File: src/rtl/adcs_pkg.sv
`default_nettype none
// ----------------------------------------------------------------------------
// adcs_pkg
// Shared types and constants for the converter scan sequencer.
// ----------------------------------------------------------------------------
package adcs_pkg;

    // Field widths.
    localparam int CHAN_W   = 5;
    localparam int SAMPLE_W = 12;
    localparam int KIND_W   = 3;
    localparam int PIXIDX_W = 7;
    localparam int CFG_IDX_W = 3;

    // Input item kinds.
    localparam logic FUNC_FRAME_TICK = 1'b0;
    localparam logic FUNC_CONV_DONE  = 1'b1;

    // Sample labels.
    localparam logic [KIND_W-1:0] KIND_DISCARD = 3'd0;
    localparam logic [KIND_W-1:0] KIND_POT0    = 3'd1;
    localparam logic [KIND_W-1:0] KIND_POT1    = 3'd2;
    localparam logic [KIND_W-1:0] KIND_BATTERY = 3'd3;
    localparam logic [KIND_W-1:0] KIND_PIXEL   = 3'd4;

    // Configuration register indexes.
    localparam logic [CFG_IDX_W-1:0] REG_POT0    = 3'd0;
    localparam logic [CFG_IDX_W-1:0] REG_POT1    = 3'd1;
    localparam logic [CFG_IDX_W-1:0] REG_BATTERY = 3'd2;
    localparam logic [CFG_IDX_W-1:0] REG_CAMERA0 = 3'd3;
    localparam logic [CFG_IDX_W-1:0] REG_CAMERA1 = 3'd4;

    // Configuration reset values.
    localparam logic [CHAN_W-1:0] RST_POT0    = 5'd13;
    localparam logic [CHAN_W-1:0] RST_POT1    = 5'd12;
    localparam logic [CHAN_W-1:0] RST_BATTERY = 5'd4;
    localparam logic [CHAN_W-1:0] RST_CAMERA0 = 5'd6;
    localparam logic [CHAN_W-1:0] RST_CAMERA1 = 5'd7;

    // Channel numbers as seen by the sequencer.
    typedef struct packed {
        logic [CHAN_W-1:0] pot0;
        logic [CHAN_W-1:0] pot1;
        logic [CHAN_W-1:0] battery;
        logic [CHAN_W-1:0] camera0;
        logic [CHAN_W-1:0] camera1;
    } chan_cfg_t;

    // One result item.
    typedef struct packed {
        logic                start_conversion;
        logic [CHAN_W-1:0]   next_channel;
        logic                mux_side_b;
        logic                start_pulse_level;
        logic                cam_clock_level;
        logic                cam_clock_pulse;
        logic [KIND_W-1:0]   sample_kind;
        logic [SAMPLE_W-1:0] captured_value;
        logic                pixel_camera;
        logic [PIXIDX_W-1:0] pixel_index;
        logic                pixel_bank;
        logic                frame_ready;
    } result_t;

endpackage
`default_nettype wire

File: src/rtl/adcs_cfg.sv
`default_nettype none
// ----------------------------------------------------------------------------
// adcs_cfg
// Channel number registers, written through a plain write port.
// ----------------------------------------------------------------------------
module adcs_cfg
    import adcs_pkg::*;
(
    input  wire logic                 clk,
    input  wire logic                 rst_n,
    input  wire logic                 wr_en,
    input  wire logic [CFG_IDX_W-1:0] wr_index,
    input  wire logic [CHAN_W-1:0]    wr_data,
    output chan_cfg_t                 chan_cfg
);

    chan_cfg_t cfg_reg;

    // Register writes; indexes outside the list are ignored.
    always_ff @(posedge clk or negedge rst_n)
    begin
        if (!rst_n)
        begin
            cfg_reg.pot0    <= RST_POT0;
            cfg_reg.pot1    <= RST_POT1;
            cfg_reg.battery <= RST_BATTERY;
            cfg_reg.camera0 <= RST_CAMERA0;
            cfg_reg.camera1 <= RST_CAMERA1;
        end
        else if (wr_en)
        begin
            case (wr_index)
                REG_POT0:    cfg_reg.pot0    <= wr_data;
                REG_POT1:    cfg_reg.pot1    <= wr_data;
                REG_BATTERY: cfg_reg.battery <= wr_data;
                REG_CAMERA0: cfg_reg.camera0 <= wr_data;
                REG_CAMERA1: cfg_reg.camera1 <= wr_data;
                default:     ;
            endcase
        end
    end

    assign chan_cfg = cfg_reg;

endmodule
`default_nettype wire

File: src/rtl/adcs_seq.sv
`default_nettype none
// ----------------------------------------------------------------------------
// adcs_seq
// Scan state machine: labels each finished sample, picks the next channel
// and drives the camera start and clock line levels.
// ----------------------------------------------------------------------------
module adcs_seq
    import adcs_pkg::*;
#(
    parameter int PIXELS_PER_LINE = 128
)
(
    input  wire logic                clk,
    input  wire logic                rst_n,
    input  wire logic                step_en,
    input  wire logic                func,
    input  wire logic [SAMPLE_W-1:0] sample_value,
    input  wire chan_cfg_t           chan_cfg,
    output result_t                  result
);

    localparam int CNT_W = $clog2(PIXELS_PER_LINE + 1);
    localparam logic [CNT_W-1:0] LAST_CNT = CNT_W'(PIXELS_PER_LINE);

    typedef enum logic [2:0] {
        ST_IDLE = 3'd0,
        ST_POT0 = 3'd1,
        ST_POT1 = 3'd2,
        ST_BATT = 3'd3,
        ST_LINE = 3'd4
    } state_t;

    state_t           state_reg, state_next;
    logic [CNT_W-1:0] pix_cnt_reg, pix_cnt_next;
    logic             cam_sel_reg, cam_sel_next;
    logic             bank_reg, bank_next;
    logic             start_line_reg, start_line_next;
    logic             clock_line_reg, clock_line_next;
    result_t          res;

    // Next state and result for the item on the input.
    always_comb
    begin
        state_next      = state_reg;
        pix_cnt_next    = pix_cnt_reg;
        cam_sel_next    = cam_sel_reg;
        bank_next       = bank_reg;
        start_line_next = start_line_reg;
        clock_line_next = clock_line_reg;
        res             = '0;

        if (func == FUNC_FRAME_TICK)
        begin
            // A frame tick restarts at the first potentiometer.
            start_line_next      = 1'b1;
            state_next           = ST_POT0;
            res.start_conversion = 1'b1;
            res.next_channel     = chan_cfg.pot0;
        end
        else
        begin
            case (state_reg)
                ST_POT0:
                begin
                    res.sample_kind      = KIND_POT0;
                    res.captured_value   = sample_value;
                    res.start_conversion = 1'b1;
                    res.next_channel     = chan_cfg.pot1;
                    state_next           = ST_POT1;
                end
                ST_POT1:
                begin
                    res.sample_kind      = KIND_POT1;
                    res.captured_value   = sample_value;
                    res.start_conversion = 1'b1;
                    res.next_channel     = chan_cfg.battery;
                    res.mux_side_b       = 1'b1;
                    state_next           = ST_BATT;
                end
                ST_BATT:
                begin
                    res.sample_kind      = KIND_BATTERY;
                    res.captured_value   = sample_value;
                    clock_line_next      = 1'b1;
                    start_line_next      = 1'b0;
                    pix_cnt_next         = '0;
                    cam_sel_next         = 1'b0;
                    state_next           = ST_LINE;
                    res.start_conversion = 1'b1;
                    res.next_channel     = chan_cfg.camera0;
                    res.mux_side_b       = 1'b1;
                end
                ST_LINE:
                begin
                    if (pix_cnt_reg < LAST_CNT)
                    begin
                        res.sample_kind      = KIND_PIXEL;
                        res.captured_value   = sample_value;
                        res.pixel_index      = PIXIDX_W'(pix_cnt_reg);
                        res.pixel_bank       = bank_reg;
                        res.start_conversion = 1'b1;
                        res.mux_side_b       = 1'b1;
                        if (!cam_sel_reg)
                        begin
                            res.next_channel = chan_cfg.camera1;
                            cam_sel_next     = 1'b1;
                        end
                        else
                        begin
                            // Second pixel of a pair: advance and pulse the clock.
                            res.pixel_camera    = 1'b1;
                            res.next_channel    = chan_cfg.camera0;
                            cam_sel_next        = 1'b0;
                            pix_cnt_next        = CNT_W'(pix_cnt_reg + 1'b1);
                            res.cam_clock_pulse = 1'b1;
                            clock_line_next     = 1'b1;
                        end
                    end
                    else
                    begin
                        // Trailing conversion: end the line and swap banks.
                        res.cam_clock_pulse = 1'b1;
                        clock_line_next     = 1'b0;
                        state_next          = ST_IDLE;
                        bank_next           = ~bank_reg;
                        res.frame_ready     = 1'b1;
                    end
                end
                default:
                begin
                    state_next = ST_IDLE;
                end
            endcase
        end

        res.start_pulse_level = start_line_next;
        res.cam_clock_level   = clock_line_next;
    end

    // State registers advance only when an item is taken.
    always_ff @(posedge clk or negedge rst_n)
    begin
        if (!rst_n)
        begin
            state_reg      <= ST_IDLE;
            pix_cnt_reg    <= '0;
            cam_sel_reg    <= 1'b0;
            bank_reg       <= 1'b0;
            start_line_reg <= 1'b0;
            clock_line_reg <= 1'b0;
        end
        else if (step_en)
        begin
            state_reg      <= state_next;
            pix_cnt_reg    <= pix_cnt_next;
            cam_sel_reg    <= cam_sel_next;
            bank_reg       <= bank_next;
            start_line_reg <= start_line_next;
            clock_line_reg <= clock_line_next;
        end
    end

    assign result = res;

endmodule
`default_nettype wire

File: src/rtl/adc_scan_linescan_sequencer.sv
`default_nettype none
// ----------------------------------------------------------------------------
// adc_scan_linescan_sequencer
// Sequences converter channels for pots, battery sense and two line-scan
// cameras, and labels each finished sample.
// The result of an accepted event is registered and is on the output in the cycle after it is taken.
// Throughput: one event per cycle while the result stream is not stalled; the
// state machine decides each event combinationally and the result register frees as soon as it is taken.
// Reset: state idle, counters and lines low, channel registers to defaults,
// output empty.
// ----------------------------------------------------------------------------
module adc_scan_linescan_sequencer
    import adcs_pkg::*;
#(
    parameter int PIXELS_PER_LINE = 128
)
(
    input  wire logic                 clk,
    input  wire logic                 rst_n,
    // Event stream.
    input  wire logic                 s_tvalid,
    output      logic                 s_tready,
    input  wire logic [15:0]          s_tdata,  // [11:0] sample_value, rest zero
    input  wire logic                 s_tuser,  // [0] func
    // Result stream.
    output      logic                 m_tvalid,
    input  wire logic                 m_tready,
    // [0] start_conversion, [5:1] next_channel, [6] mux_side_b,
    // [7] start_pulse_level, [8] cam_clock_level, [9] cam_clock_pulse,
    // [21:10] captured_value, [22] pixel_camera, [29:23] pixel_index,
    // [30] pixel_bank, [31] frame_ready
    output      logic [31:0]          m_tdata,
    output      logic [KIND_W-1:0]    m_tuser,  // [2:0] sample_kind
    // Configuration write port.
    input  wire logic                 cfg_wr_en,
    input  wire logic [CFG_IDX_W-1:0] cfg_index,
    input  wire logic [CHAN_W-1:0]    cfg_data
);

    chan_cfg_t chan_cfg;
    result_t   step_res;
    result_t   res_reg;
    logic      out_valid_reg;
    logic      accept;

    adcs_cfg u_cfg
    (
        .clk      (clk),
        .rst_n    (rst_n),
        .wr_en    (cfg_wr_en),
        .wr_index (cfg_index),
        .wr_data  (cfg_data),
        .chan_cfg (chan_cfg)
    );

    // The result register can take a new item when empty or being drained.
    assign s_tready = !out_valid_reg || m_tready;
    assign accept   = s_tvalid && s_tready;

    adcs_seq #(
        .PIXELS_PER_LINE (PIXELS_PER_LINE)
    ) u_seq
    (
        .clk          (clk),
        .rst_n        (rst_n),
        .step_en      (accept),
        .func         (s_tuser),
        .sample_value (s_tdata[SAMPLE_W-1:0]),
        .chan_cfg     (chan_cfg),
        .result       (step_res)
    );

    // Output valid flag.
    always_ff @(posedge clk or negedge rst_n)
    begin
        if (!rst_n)
        begin
            out_valid_reg <= 1'b0;
        end
        else if (accept)
        begin
            out_valid_reg <= 1'b1;
        end
        else if (m_tready)
        begin
            out_valid_reg <= 1'b0;
        end
    end

    // Result payload.
    always_ff @(posedge clk)
    begin
        if (accept)
        begin
            res_reg <= step_res;
        end
    end

    assign m_tvalid = out_valid_reg;
    assign m_tuser  = res_reg.sample_kind;
    assign m_tdata  = {res_reg.frame_ready,
                       res_reg.pixel_bank,
                       res_reg.pixel_index,
                       res_reg.pixel_camera,
                       res_reg.captured_value,
                       res_reg.cam_clock_pulse,
                       res_reg.cam_clock_level,
                       res_reg.start_pulse_level,
                       res_reg.mux_side_b,
                       res_reg.next_channel,
                       res_reg.start_conversion};

endmodule
`default_nettype wire
File: config.mk
export PLATFORM = sky130hd
export DESIGN_NAME = adc_scan_linescan_sequencer
export DESIGN_NICKNAME = d
export VERILOG_FILES = /design/src/rtl/adcs_pkg.sv /design/src/rtl/adcs_cfg.sv /design/src/rtl/adcs_seq.sv /design/src/rtl/adc_scan_linescan_sequencer.sv
export SDC_FILE = /design/constraint.sdc
export NUM_CORES = 1
export LEC_CHECK = 0
export BUFFER_PORTS_ARGS = -buffer_cell sky130_fd_sc_hd__buf_2
export CAP_MARGIN = 25
export CORE_MARGIN = 3
export CORE_UTILIZATION = 57
export CTS_BUF_LIST = sky130_fd_sc_hd__clkbuf_2
export CTS_CLUSTER_DIAMETER = 150
export DETAILED_ROUTE_END_ITERATION = 10
export PLACE_DENSITY = 0.87
export RECOVER_POWER = 50
export SYNTH_ARGS = -nofsm -noshare
export SYNTH_HDL_FRONTEND = slang
export SYNTH_SLANG_ARGS = --single-unit
File: constraint.sdc
create_clock -name clk -period 2.05 [get_ports clk]
set_input_delay 0.1025 -clock clk [delete_from_list [all_inputs] [get_ports clk]]
set_output_delay 0.1025 -clock clk [all_outputs]
set_load 0.05 [all_outputs]
### Word level (Yosys, flattened, before mapping)

Index checks and enable logic that the tools add are counted.

| cells by class | value |
|---|---|
| mux-type cells | 27 |
| bitwise gates (word level) | 2 |
| reductions and logical operators | 18 |
| add/sub/neg operators | 1 |
| equal/unequal tests | 11 |
| order comparisons | 1 |

Operators by type and width:

| cell | count |
|---|---|
| $pmux W15 S4 | 1 |
| $mux W24 | 1 |
| $pmux W6 S4 | 1 |
| $mux W8 | 2 |
| $pmux W8 S2 | 1 |
| $reduce_and A2 Y1 | 7 |
| $eq A3 B2 Y1 const B | 4 |
| $mux W1 | 12 |
| $pmux W3 S4 | 1 |
| $mux W5 | 2 |
| $add A8 B1 Y8 const B | 1 |
| $lt A8 B8 Y1 const B | 1 |
| $reduce_and A4 Y1 | 2 |
| $mux W7 | 1 |
| $eq A3 B1 Y1 const B | 2 |
| $eq A3 B3 Y1 const B | 2 |
| $mux W3 | 2 |
| $pmux W1 S2 | 3 |
| $reduce_and A5 Y1 | 1 |
| $ne A2 B1 Y1 const B | 2 |
| $reduce_bool A2 Y1 | 2 |
| $logic_not A3 Y1 | 1 |
| $ne A3 B3 Y1 const B | 1 |
| $reduce_and A3 Y1 | 1 |
| other kinds (5) | 6 |

| storage, ports and cells | value |
|---|---|
| logic and storage cells | 84 |
| input port bits | 30 |
| output and inout bits | 37 |
| flip-flop bits (word level) | 76 |

### Longest topological paths before layout

Gate-level depths: netlist of the first run.

| logic depth | value |
|---|---|
| depth after elaboration | 4 |
| gate-level depth with buffers | 5 |
| mapped depth without buffers | 5 |

### By module

From an unflattened synthesis of the first run, not the netlist that was laid out.

| unflattened totals | value |
|---|---|
| cell total of the unflattened synthesis | 247 |
| area total of the unflattened synthesis | 3375.7 um^2 |

By module, submodules not included:

| module | instances | sequential area each (um^2) | area an instance (um^2) | cells each |
|---|---|---|---|---|
| adcs_seq | 1 | 375.4 | 1280.0 | 153 |
| adc_scan_linescan_sequencer | 1 | 1076.0 | 1104.8 | 39 |
| adcs_cfg | 1 | 639.4 | 991.0 | 55 |

### Worst setup path after synthesis of the first run

OpenSTA, ideal clock, no wires.

| timing | value |
|---|---|
| path kind | register -> register |
| start point | reg out_valid_reg (netlist: m_tvalid) |
| end point | reg res_reg, in the netlist m_tdata[0], enable pin |
| buffers on the path | 1 |
| period minus slack after synthesis | 2.332 ns |
| slack | -0.282 ns |
| data required time | 1.660 ns |
| setup time | 0.390 ns |
| stages on the path, launching flop included | 5 |
| arrival | 1.941 ns |
| cell sequence | dfrtp_1 > nand2b_1 > buf_2 > nand2_1 > inv_1 |

| between the ends | value |
|---|---|
| word-level cells in the longest chain between the ends | 3 |

Ends and longest elaborated chain:

| item | RTL line | text |
|---|---|---|
| start: declaration | adc_scan_linescan_sequencer.sv:43 | `logic out_valid_reg;` |
| start signal: assignment | adc_scan_linescan_sequencer.sv:78 | `out_valid_reg <= 1'b0;` |
| start signal: assignment | adc_scan_linescan_sequencer.sv:82 | `out_valid_reg <= 1'b1;` |
| start signal: assignment | adc_scan_linescan_sequencer.sv:86 | `out_valid_reg <= 1'b0;` |
| $logic_not A1 Y1 | adc_scan_linescan_sequencer.sv:57 | `assign s_tready = !out_valid_reg \|\| m_tready;` |
| $logic_or A1 B1 Y1 | adc_scan_linescan_sequencer.sv:57 |  |
| via s_tready | adc_scan_linescan_sequencer.sv:22 | `output logic s_tready,` |
| $logic_and A1 B1 Y1 | adc_scan_linescan_sequencer.sv:58 | `assign accept = s_tvalid && s_tready;` |
| via accept | adc_scan_linescan_sequencer.sv:44 | `logic accept;` |
| end signal: assignment | adc_scan_linescan_sequencer.sv:95 | `res_reg <= step_res;` |
| end: declaration | adc_scan_linescan_sequencer.sv:42 | `result_t res_reg;` |

The timed path passes the listed nets, and every way through them passes these cells.
A chain may end at the register's enable or synchronous reset.

### Worst setup path after layout of the first run

| timing | value |
|---|---|
| start point | in cfg_wr_en |
| end point | reg u_cfg.cfg_reg, in the netlist u_cfg.chan_cfg[21] |

| between the ends | value |
|---|---|
| word-level cells in the longest chain between the ends | 1 |

Ends and longest elaborated chain:

| item | RTL line | text |
|---|---|---|
| start: declaration | adc_scan_linescan_sequencer.sv:35 | `input wire logic cfg_wr_en,` |
| $reduce_and A2 Y1 (no line) | -- |  |
| end: declaration | adcs_cfg.sv:17 | `chan_cfg_t cfg_reg;` |

No other way between the ends.

==> impl_metrics.csv, run 1 <==
group,metric,value,unit
run_status,status,"complete, no violations",
grt,use_met2,0.3782,
logic_synthesis,synth_nets,290,
cells_and_area,area_growth,24.40,%
pwr,powerDensity,902.9,nW/um^2
floorplan,die_h,82.41,microns
cts,cts_tree,"done",
placement,port_buffers,62,
critical_path,cp_max_fo,10,
logic_synthesis,syn_inst,259,
cells_and_area,regArea,2092,sq um
grt,grt_start_max_net_pins,33,
grt,grtUsageMet1,0.3065,
cells_and_area,multi_input_area,1165,sq um
critical_path,critical_path.startpoint_type,"primary input",
cells_and_area,nFillCells,369,
grt,gr-total-overflow,0,
critical_path,endpoint_kind,"flip-flop",
drt,post_drt_via_cell_ratio,5.737,
floorplan,dieArea,6791,sq um
sta,fin_crit,1.953,ns
cts,clk_pin_slew_worst_paths,0.24,ns
grt,track_usage,0.2378,
cells_and_area,drive_gt1_frac,0.2630,
sta,fin_crit_sh,0.9527,
logic_synthesis,syn_avg_cell_area,12.85,sq um
drt,drt_pass1_iterations,4,
logic_synthesis,yosysUniqueCellTypes,41,
sta,final.setup_skew,0.04083,ns
drt,drc_errors,0,
floorplan,ios,67,
drt,routed_wl,7.374,mm
pwr,peakVddDrop,538.9,uV
drt,vias,2507,
floorplan,initial_core_util,0.5971,
drt,drt_iter0_markers,291,
critical_path,crit_type,"in2reg",
logic_synthesis,yosys_warnings,0,
cts,cts_root_buf,"clkbuf_2",
drt,ant_nets,0,
cts,clkLatencyLatePin,0.54,ns
sta,setup-violations-final,0,
sta,slew_viol_final,0,
sta,timing.fmax,512.0,MHz
grt,first_global_vias,2418,
grt,met3_usage,0.04664,
floorplan,die_w,82.41,microns
sta,hold_violations,0,
sta,whs,0.05330,ns
cts,h-tree-depth,3,
sta,fin_setup_tns,0,ns
logic_synthesis,syn_area,3328,sq um
drt,post_drt_wl_per_cell,16.87,microns
cts,cts.sinks,76,
job,maxCapViolations,0,
critical_path,cp.arrival,2.45,ns
sta,rsz0062_at_grt,"no",
worst_hold_path,min_path_type,"in2reg",
logic_synthesis,synth-seq-cells,76,
cells_and_area,largest_reg_flops,32,
grt,antenna_found_initial,0,
cts,cts_made_buffers,9,
cts,clockBufferDepth,2,
floorplan,core,5574,sq um
placement,place_hpwl,4.793,mm
pwr,p_total,3.738,mW
cts,post_cts_resized,0,
logic_synthesis,ys_seq_area_frac,0.6282,
sta,tightest_slew,1.200,ns
pwr,p_leak,1.699,nW
cells_and_area,num_antenna_cells,0,
grt,grt_pass1_wl,11.72,mm
cells_and_area,fin_nets,391,
sta,slew_headroom,0.1997,
grt,grt-busiest-layer,"met2",
placement,gp_congestion,0.8887,
floorplan,num_rows,27,
critical_path,cp.required,2.55,ns
[power breakdown]
group	internal (mW)	total, mW	switching, mW
clock	0.285	0.828	0.544
sequential	1.85	1.99	0.133
combinational	0.372	0.922	0.550
[metal layers]
layer / up-vias / share of wire / wire (microns)
met5: - / 0 / 0
met4: 0 / 0.023 / 167
met3: 15 / 0.082 / 608
met2: 113 / 0.50 / 3665
met1: 1215 / 0.40 / 2933
li1: 1164 / - / -
[cell type report]
cell class | count | share of cell area
flip-flops and latches | 76 | 0.5053
multi-input cells | 165 | 0.2814
repair buffers | 100 | 0.1544
well taps | 72 | 0.02176
clock inverters | 7 | 0.01813
clock buffers | 9 | 0.01088
inverters | 8 | 0.008160
[critical path, cell delays in order]
cell and delay, ns:
buf_2 0.09, nor2b_1 0.23, nor3b_2 0.60, nand2_1 0.13
dlygate4sd3_1 0.60, o21ai_0 0.09, dlygate4sd3_1 0.60
[logic make-up after synthesis]
logic type	after synthesis	synth area share
DFF	76	0.6282
AOI/OAI and AO/OA	43	0.08496
muxes	31	0.1030
and+or+nand+nor	89	0.1556
adders and majority gates	1	0.003759
xor gates and xnor gates	1	0.002632
buffers and inverters	18	0.02180
[path summary, 6_finish.rpt]
kind                                    startpoint              endpoint  slack, ns  cells past startpoint
worst max register to register  u_seq.state_reg[1]  u_seq.pix_cnt_reg[2]       0.19                      5
min in group asynchronous                    rst_n    u_cfg.chan_cfg[21]       0.30                      2
worst min-delay path                  cfg_index[0]    u_cfg.chan_cfg[23]       0.05                      3
max in group asynchronous                    rst_n    u_cfg.chan_cfg[23]       0.59                      3
worst min register to register      u_seq.bank_reg        u_seq.bank_reg       0.51                      1
worst max-delay path                     cfg_wr_en    u_cfg.chan_cfg[21]        0.1                      7
[Yosys cell counts]
| cell type | number | area, sq um |
|---|---|---|
| edfxtp_1 | 35 | 1051 |
| dfrtp_1 | 30 | 750.7 |
| mux2_2 | 26 | 292.8 |
| nand2_1 | 22 | 82.58 |
| and2_1 | 16 | 100.1 |
| and3_1 | 13 | 81.33 |
| o21ai_0 | 13 | 65.06 |
| dfstp_2 | 11 | 289.0 |
| a21oi_1 | 8 | 40.04 |
| clkbuf_1 | 8 | 30.03 |
| inv_1 | 8 | 30.03 |
| nand3_1 | 8 | 40.04 |
| nor2_1 | 6 | 22.52 |
| a22o_1 | 5 | 43.79 |
| mux2i_1 | 5 | 50.05 |
| o221ai_1 | 5 | 43.79 |
| nand2b_1 | 4 | 25.02 |
| or4_1 | 4 | 30.03 |
| nor2b_1 | 3 | 18.77 |
| o31ai_1 | 3 | 22.52 |
| a21o_1 | 2 | 15.01 |
| a31oi_1 | 2 | 12.51 |
| and3b_1 | 2 | 17.52 |
| nor4_1 | 2 | 12.51 |
| o21a_1 | 2 | 15.01 |
| a21oi_2 | 1 | 8.760 |
| and2b_1 | 1 | 7.510 |
| and4b_1 | 1 | 10.01 |
| buf_2 | 1 | 5.000 |
| buf_4 | 1 | 7.510 |
| ha_1 | 1 | 12.51 |
| nor3_1 | 1 | 5.000 |
| nor3b_1 | 1 | 7.510 |
| nor3b_2 | 1 | 12.51 |
| nor4b_4 | 1 | 23.77 |
| o211ai_1 | 1 | 7.510 |
| o41ai_1 | 1 | 8.760 |
| or2_2 | 1 | 6.260 |
| or3_1 | 1 | 6.260 |
| or3b_2 | 1 | 8.760 |
| xnor2_1 | 1 | 8.760 |
[per-stage QoR]
stage / utilization / worst slack (ns) / instances / area [sq um]
after floorplan: - / 0.07871 / 259 / 3333
after global placement: 0.6765 / 0.3075 / 392 / 3771
after detailed placement: 0.6765 / 0.2390 / 392 / 3771
after CTS: 0.7502 / 0.1853 / 437 / 4182
after global routing: 0.7428 / 0.02612 / 437 / 4140
final: 0.7428 / 0.09693 / 437 / 4140
[cell usage in the layout, fill, tap and decap left out, types with 6 or more instances in the layout]
cell and n:
a21oi_1 8, and2_1 15, and3_1 13, buf_2 31, buf_4 7, clkbuf_1 31
clkbuf_2 10, dfrtp_1 29, dfstp_2 8, dlygate4sd3_1 29, edfxtp_1 35, inv_1 7
mux2_2 26, nand2_1 22, nand3_1 8, nor2_1 6, o21ai_0 13
[what timing repair did]
item,in CTS,in global routing
setup buffers,0,0
endpoints found under the hold margin,75,0
hold buffers,29,0
Note: power is estimated with default switching activity, not from simulation.
==> inputs of run 2 (changes only) <==
- clock period: 2.05 -> 2 ns (I/O delays scaled with it)
==> run 2 against run 1 <==
  * Count of clock-buffer cells in the layout increased by 1
  * Setup slack worse by 0.034 ns
  * Sequential share of layout area rose by 0.73 points
  * First-iteration DRC count is 24% lower
  * Clock power fell by 18%
  * Combinational power rose by 0.9%
  * Clock skew fell by 0.017 ns
  * Cell count shrank 0.23%
  * Final area is 1.3% lower
  * Critical path type is now reg2reg
  * Critical endpoint is now u_seq.state_reg[0]
  * Largest power group unchanged
==> impl_metrics.csv, run 2 (synthesis results as in run 1) <==
group,metric,value,unit
run_status,status,"complete, no violations",
drt,vias,2516,
pwr,power.internal,2.429,mW
drt,post_drt_via_cell_ratio,5.771,
sta,whs,0.02539,ns
cells_and_area,fin_cells,436,
worst_hold_path,hold_path_depth,3,
cells_and_area,design_area,4086,sq um
sta,fin_setup_tns,0,ns
floorplan,die_w,82.41,microns
critical_path,r2r-start,"m_tvalid",
cts,clockBufferDepth,2,
cells_and_area,nFillCells,367,
cells_and_area,largest_reg_flops,32,
floorplan,core,5574,sq um
drt,drt_pass1_iterations,5,
pwr,seq_power_share,0.558,
sta,tightest_slew,1.036,ns
drt,ant_nets,0,
cts,cts_setup_buffers,0,
placement,detailedPlace.worstSlack,0.2395,ns
worst_hold_path,min_path_type,"in2reg",
sta,fin_crit,1.937,ns
pwr,switching_share,0.3333,
cells_and_area,final_common_cell,"edfxtp_1",
job,maxCapViolations,0,
cts,h-tree-depth,3,
drt,routed_wl,7.522,mm
cts,cts.sinks,76,
floorplan,dieArea,6791,sq um
sta,hold_violations,0,
grt,grt_start_max_net_pins,33,
cells_and_area,area_growth,22.78,%
cells_and_area,num_antenna_cells,0,
critical_path,r2r_setup_slack,0.06,ns
cts,clk_pin_slew_worst_paths,0.19,ns
floorplan,num_rows,27,
cts,cts_made_buffers,9,
pwr,switching_power,1.215,mW
pwr,pwr-share-clk,0.187,
cells_and_area,fin_nets,390,
floorplan,ios,67,
grt,antenna_found_initial,0,
critical_path,cp.arrival,2.34,ns
sta,timing.fmax,516.2,MHz
critical_path,cp.required,2.40,ns
pwr,powerDensity,891.8,nW/um^2
placement,place_area,3779,sq um
pwr,p_leak,1.681,nW
placement,port_buffers,62,
worst_hold_path,hold_path_end,"u_cfg.chan_cfg[20]",
drt,drc_errors,0,
critical_path,endpoint_kind,"flip-flop",
sta,rsz0062_at_grt,"no",
drt,drt_iter0_markers,220,
worst_hold_path,hp-start,"cfg_index[1]",
grt,gr-total-overflow,0,
cts,cts_tree,"done",
drt,post_drt_wl_per_cell,17.25,microns
sta,setup-violations-final,0,
critical_path,r2r_cells,5,
placement,gp_congestion,0.8315,
grt,track_usage,0.2391,
cts,clkLatencyLatePin,0.51,ns
cells_and_area,drive_gt1_frac,0.2665,
critical_path,critical_path.startpoint_type,"flip-flop",
grt,grt_pass1_wl,11.79,mm
critical_path,r2r_end,"u_seq.state_reg[0]",
placement,place_hpwl,4.797,mm
floorplan,die_h,82.41,microns
pwr,p_total,3.644,mW
cells_and_area,layout_common_cells,"35 x edfxtp_1, 33 x clkbuf_1, 31 x buf_2",
sta,layout_setup_ws,0.06259,ns
critical_path,crit_type,"reg2reg",
floorplan,initial_core_util,0.5971,
placement,dp.cells,393,
cells_and_area,final_util,0.7331,
sta,final.setup_skew,0.02420,ns
pwr,peakVddDrop,579.9,uV
cts,cts_root_buf,"clkbuf_2",
sta,fin_crit_sh,0.9687,
grt,first_global_vias,2426,
critical_path,cp_max_fo,12,
sta,slew_headroom,0.3096,
pwr,combPwrFrac,0.255,
sta,slew_viol_final,0,
==> run 2: final cells by class <==
class / count / area [sq um] / share of cell area
Inverter: 8 / 33.78 / 0.008267
Multi-Input combinational cell: 165 / 1165 / 0.2851
Timing Repair Buffer: 99 / 621.8 / 0.1522
Clock inverter: 6 / 31.28 / 0.007655
Sequential cell: 76 / 2095 / 0.5126
Clock buffer: 10 / 50.05 / 0.01225
Tap cell: 72 / 90.09 / 0.02205
==> run 2: critical path, stage by stage, from the launching register on <==
cell           delay, ns
dfrtp_2             0.44
nand2b_1            0.32
nand2_1             0.23
clkinvlp_4          0.20
a31oi_1             0.09
dlygate4sd3_1       0.56
==> run 2: layer usage <==
metal	part of all wire	track usage
met1	0.39	0.3017
met2	0.50	0.4038
met3	0.082	0.05206
met5	0	0
met4	0.021	0.08970
==> run 2: how the worst max path moves through the flow <==
stage	startpoint	end	slack, ns	cells past startpoint
after floorplan	m_tvalid	m_tdata[0]	0.03	4
after detailed placement	u_seq.state_reg[1]	u_seq.pix_cnt_reg[2]	0.24	5
final	m_tvalid	u_seq.state_reg[0]	0.06	5
after CTS	u_seq.state_reg[1]	u_seq.state_reg[0]	0.08	4
after global placement	u_seq.state_reg[1]	u_seq.pix_cnt_reg[2]	0.27	5
after global routing	m_tvalid	u_seq.state_reg[0]	0.004	5
==> run 2: repair_timing <==
item	in CTS	in global routing
hold endpoints to repair	73	0
endpoints found under the setup margin	0	1
resized for setup	0	2
hold buffers	27	0
==> run 2: power groups by stage <==
stage / logic (mW) / clock network [mW] / registers (mW)
5_1_grt: 1.01 / 0.758 / 2.06
2_1_floorplan: 0.464 / 0 / 2.23
3_5_place_dp: 0.886 / 0 / 2.06
4_1_cts: 0.932 / 0.672 / 2.03
3_3_place_gp: 0.857 / 0 / 2.05
6_report: 0.930 / 0.680 / 2.03
==> inputs of run 3 (changes only) <==
- CAP_MARGIN: 25 -> unset
- SETUP_SLACK_MARGIN: unset -> 0.15
==> run 3 against run 2 <==
  * Cell count is 2.1% higher
  * Combinational power is 6.1% higher
  * Setup slack better by 0.11 ns
  * Largest cell class unchanged
==> impl_metrics.csv, run 3 (synthesis results as in run 1) <==
group,metric,value,unit
critical_path,cp_cell_sequence,"nor4b_4 -> buf_4 -> nand2_1 -> o221ai_1",
placement,detailedPlace.worstSlack,0.2292,ns
critical_path,cp.required,2.34,ns
drt,routed_wl,7.445,mm
worst_hold_path,min_path_type,"in2reg",
cts,h-tree-depth,3,
cts,cts_tree,"done",
drt,drt_iter0_markers,227,
cells_and_area,fin_nets,399,
cts,clk_pin_slew_worst_paths,0.20,ns
floorplan,die_h,82.41,microns
grt,first_global_vias,2485,
sta,final.setup_skew,0.02113,ns
placement,gp_congestion,0.7718,
sta,whs,0.03073,ns
sta,setup-violations-final,0,
floorplan,die_w,82.41,microns
drt,post_drt_wl_per_cell,16.73,microns
grt,grt_pass1_wl,11.56,mm
cells_and_area,nFillCells,391,
grt,track_usage,0.2374,
pwr,p_total,3.677,mW
sta,rsz0062_at_grt,"no",
grt,gr-total-overflow,0,
cts,clkLatencyLatePin,0.53,ns
cts,clockBufferDepth,2,
cts,cts_made_buffers,9,
placement,place_hpwl,4.787,mm
sta,layout_setup_ws,0.1733,ns
cells_and_area,final_common_cell,"edfxtp_1",
critical_path,critical_path.startpoint_type,"flip-flop",
cts,cts_root_buf,"clkbuf_2",
critical_path,cp.arrival,2.17,ns
drt,drc_errors,0,
grt,grt_start_max_net_pins,22,
grt,antenna_found_initial,0,
drt,drt_pass1_iterations,4,
floorplan,ios,67,
floorplan,num_rows,27,
drt,vias,2517,
floorplan,dieArea,6791,sq um
drt,ant_nets,0,
pwr,peakVddDrop,574.3,uV
critical_path,slowest_stage,"dfrtp_1",
sta,fin_crit_sh,0.9133,
critical_path,crit_cells,4,
cells_and_area,fin_cells,445,
sta,slew_viol_final,0,
critical_path,cp_slowest_stage_delay,0.51,ns
critical_path,r2r_cells,4,
worst_hold_path,hold_path_depth,3,
sta,slew_headroom,0.3691,
critical_path,endpoint_kind,"flip-flop",
drt,post_drt_via_cell_ratio,5.656,
placement,port_buffers,62,
cts,cts.sinks,76,
cells_and_area,largest_reg_flops,32,
critical_path,path_delay_family,"simple AND/OR/NAND/NOR gates",
cells_and_area,design_area,4167,sq um
pwr,powerDensity,882.4,nW/um^2
placement,dp.cells,395,
sta,hold_violations,0,
placement,place_area,3784,sq um
critical_path,cp_max_fo,12,
cells_and_area,area_growth,25.19,%
sta,tightest_slew,0.9463,ns
floorplan,initial_core_util,0.5971,
job,maxCapViolations,0,
critical_path,crit_type,"reg2reg",
cells_and_area,final_util,0.7475,
run_status,status,"complete, no violations",
sta,fin_setup_tns,0,ns
cells_and_area,num_antenna_cells,0,
sta,fin_crit,1.827,ns
floorplan,core,5574,sq um
sta,timing.fmax,547.4,MHz
cells_and_area,drive_gt1_frac,0.2735,
cells_and_area,layout_common_cells,"35 x edfxtp_1, 34 x buf_2, 30 x dlygate4sd3_1, 30 x clkbuf_1, 29 x dfrtp_1",
critical_path,crit_buf_inv,1,
pwr,p_leak,1.728,nW
==> run 3: final cells by class <==
type                    count  area (sq um)  share of cell area
well taps                  72         90.09             0.02162
clock inverters             7         33.78            0.008108
multi-input cells         165          1184              0.2841
inverters                   8         33.78            0.008108
clock buffers               9         45.04             0.01081
flip-flops and latches     76          2092              0.5021
repair buffers            108         688.2              0.1652
==> run 3: tightest hold or removal path, stage by stage <==
cell and delay (ns):
buf_2 0.18, o21ai_0 0.11, nor2_1 0.04
==> run 3: repair_timing <==
item / 4_1_cts / 5_1_grt
hold buffers: 28 / 2
hold endpoints to repair: 84 / 2
setup endpoints to repair: 0 / 9
gates resized for setup: 0 / 5
buffers inserted: 0 / 4
==> run 3: final timing paths <==
kind / from / to / slack [ns]
setup reg to reg: u_seq.state_reg[0] / m_tdata[1] / 0.17
min in group asynchronous: rst_n / u_cfg.chan_cfg[12] / 0.27
hold / removal: s_tuser / m_tdata[9] / 0.03
max in group asynchronous: rst_n / u_seq.pix_cnt_reg[7] / 0.83
setup / recovery: u_seq.state_reg[0] / m_tdata[1] / 0.17
hold reg to reg: u_seq.bank_reg / u_seq.bank_reg / 0.49
==> run 3: metal layers <==
| metal | track usage | wire length (microns) | up-vias |
|---|---|---|---|
| met5 | 0 | 0 | - |
| met4 | 0.1478 | 258 | 0 |
| met3 | 0.04989 | 415 | 29 |
| met2 | 0.4247 | 4024 | 88 |
| met1 | 0.2529 | 2748 | 1225 |
| li1 | - | - | 1175 |
==> run 3: report_power, final <==
| group | switching (mW) | internal [mW] |
|---|---|---|
| Combinational | 0.585 | 0.402 |
| Clock | 0.513 | 0.144 |
| Sequential | 0.134 | 1.90 |
| Total | 1.23 | 2.44 |
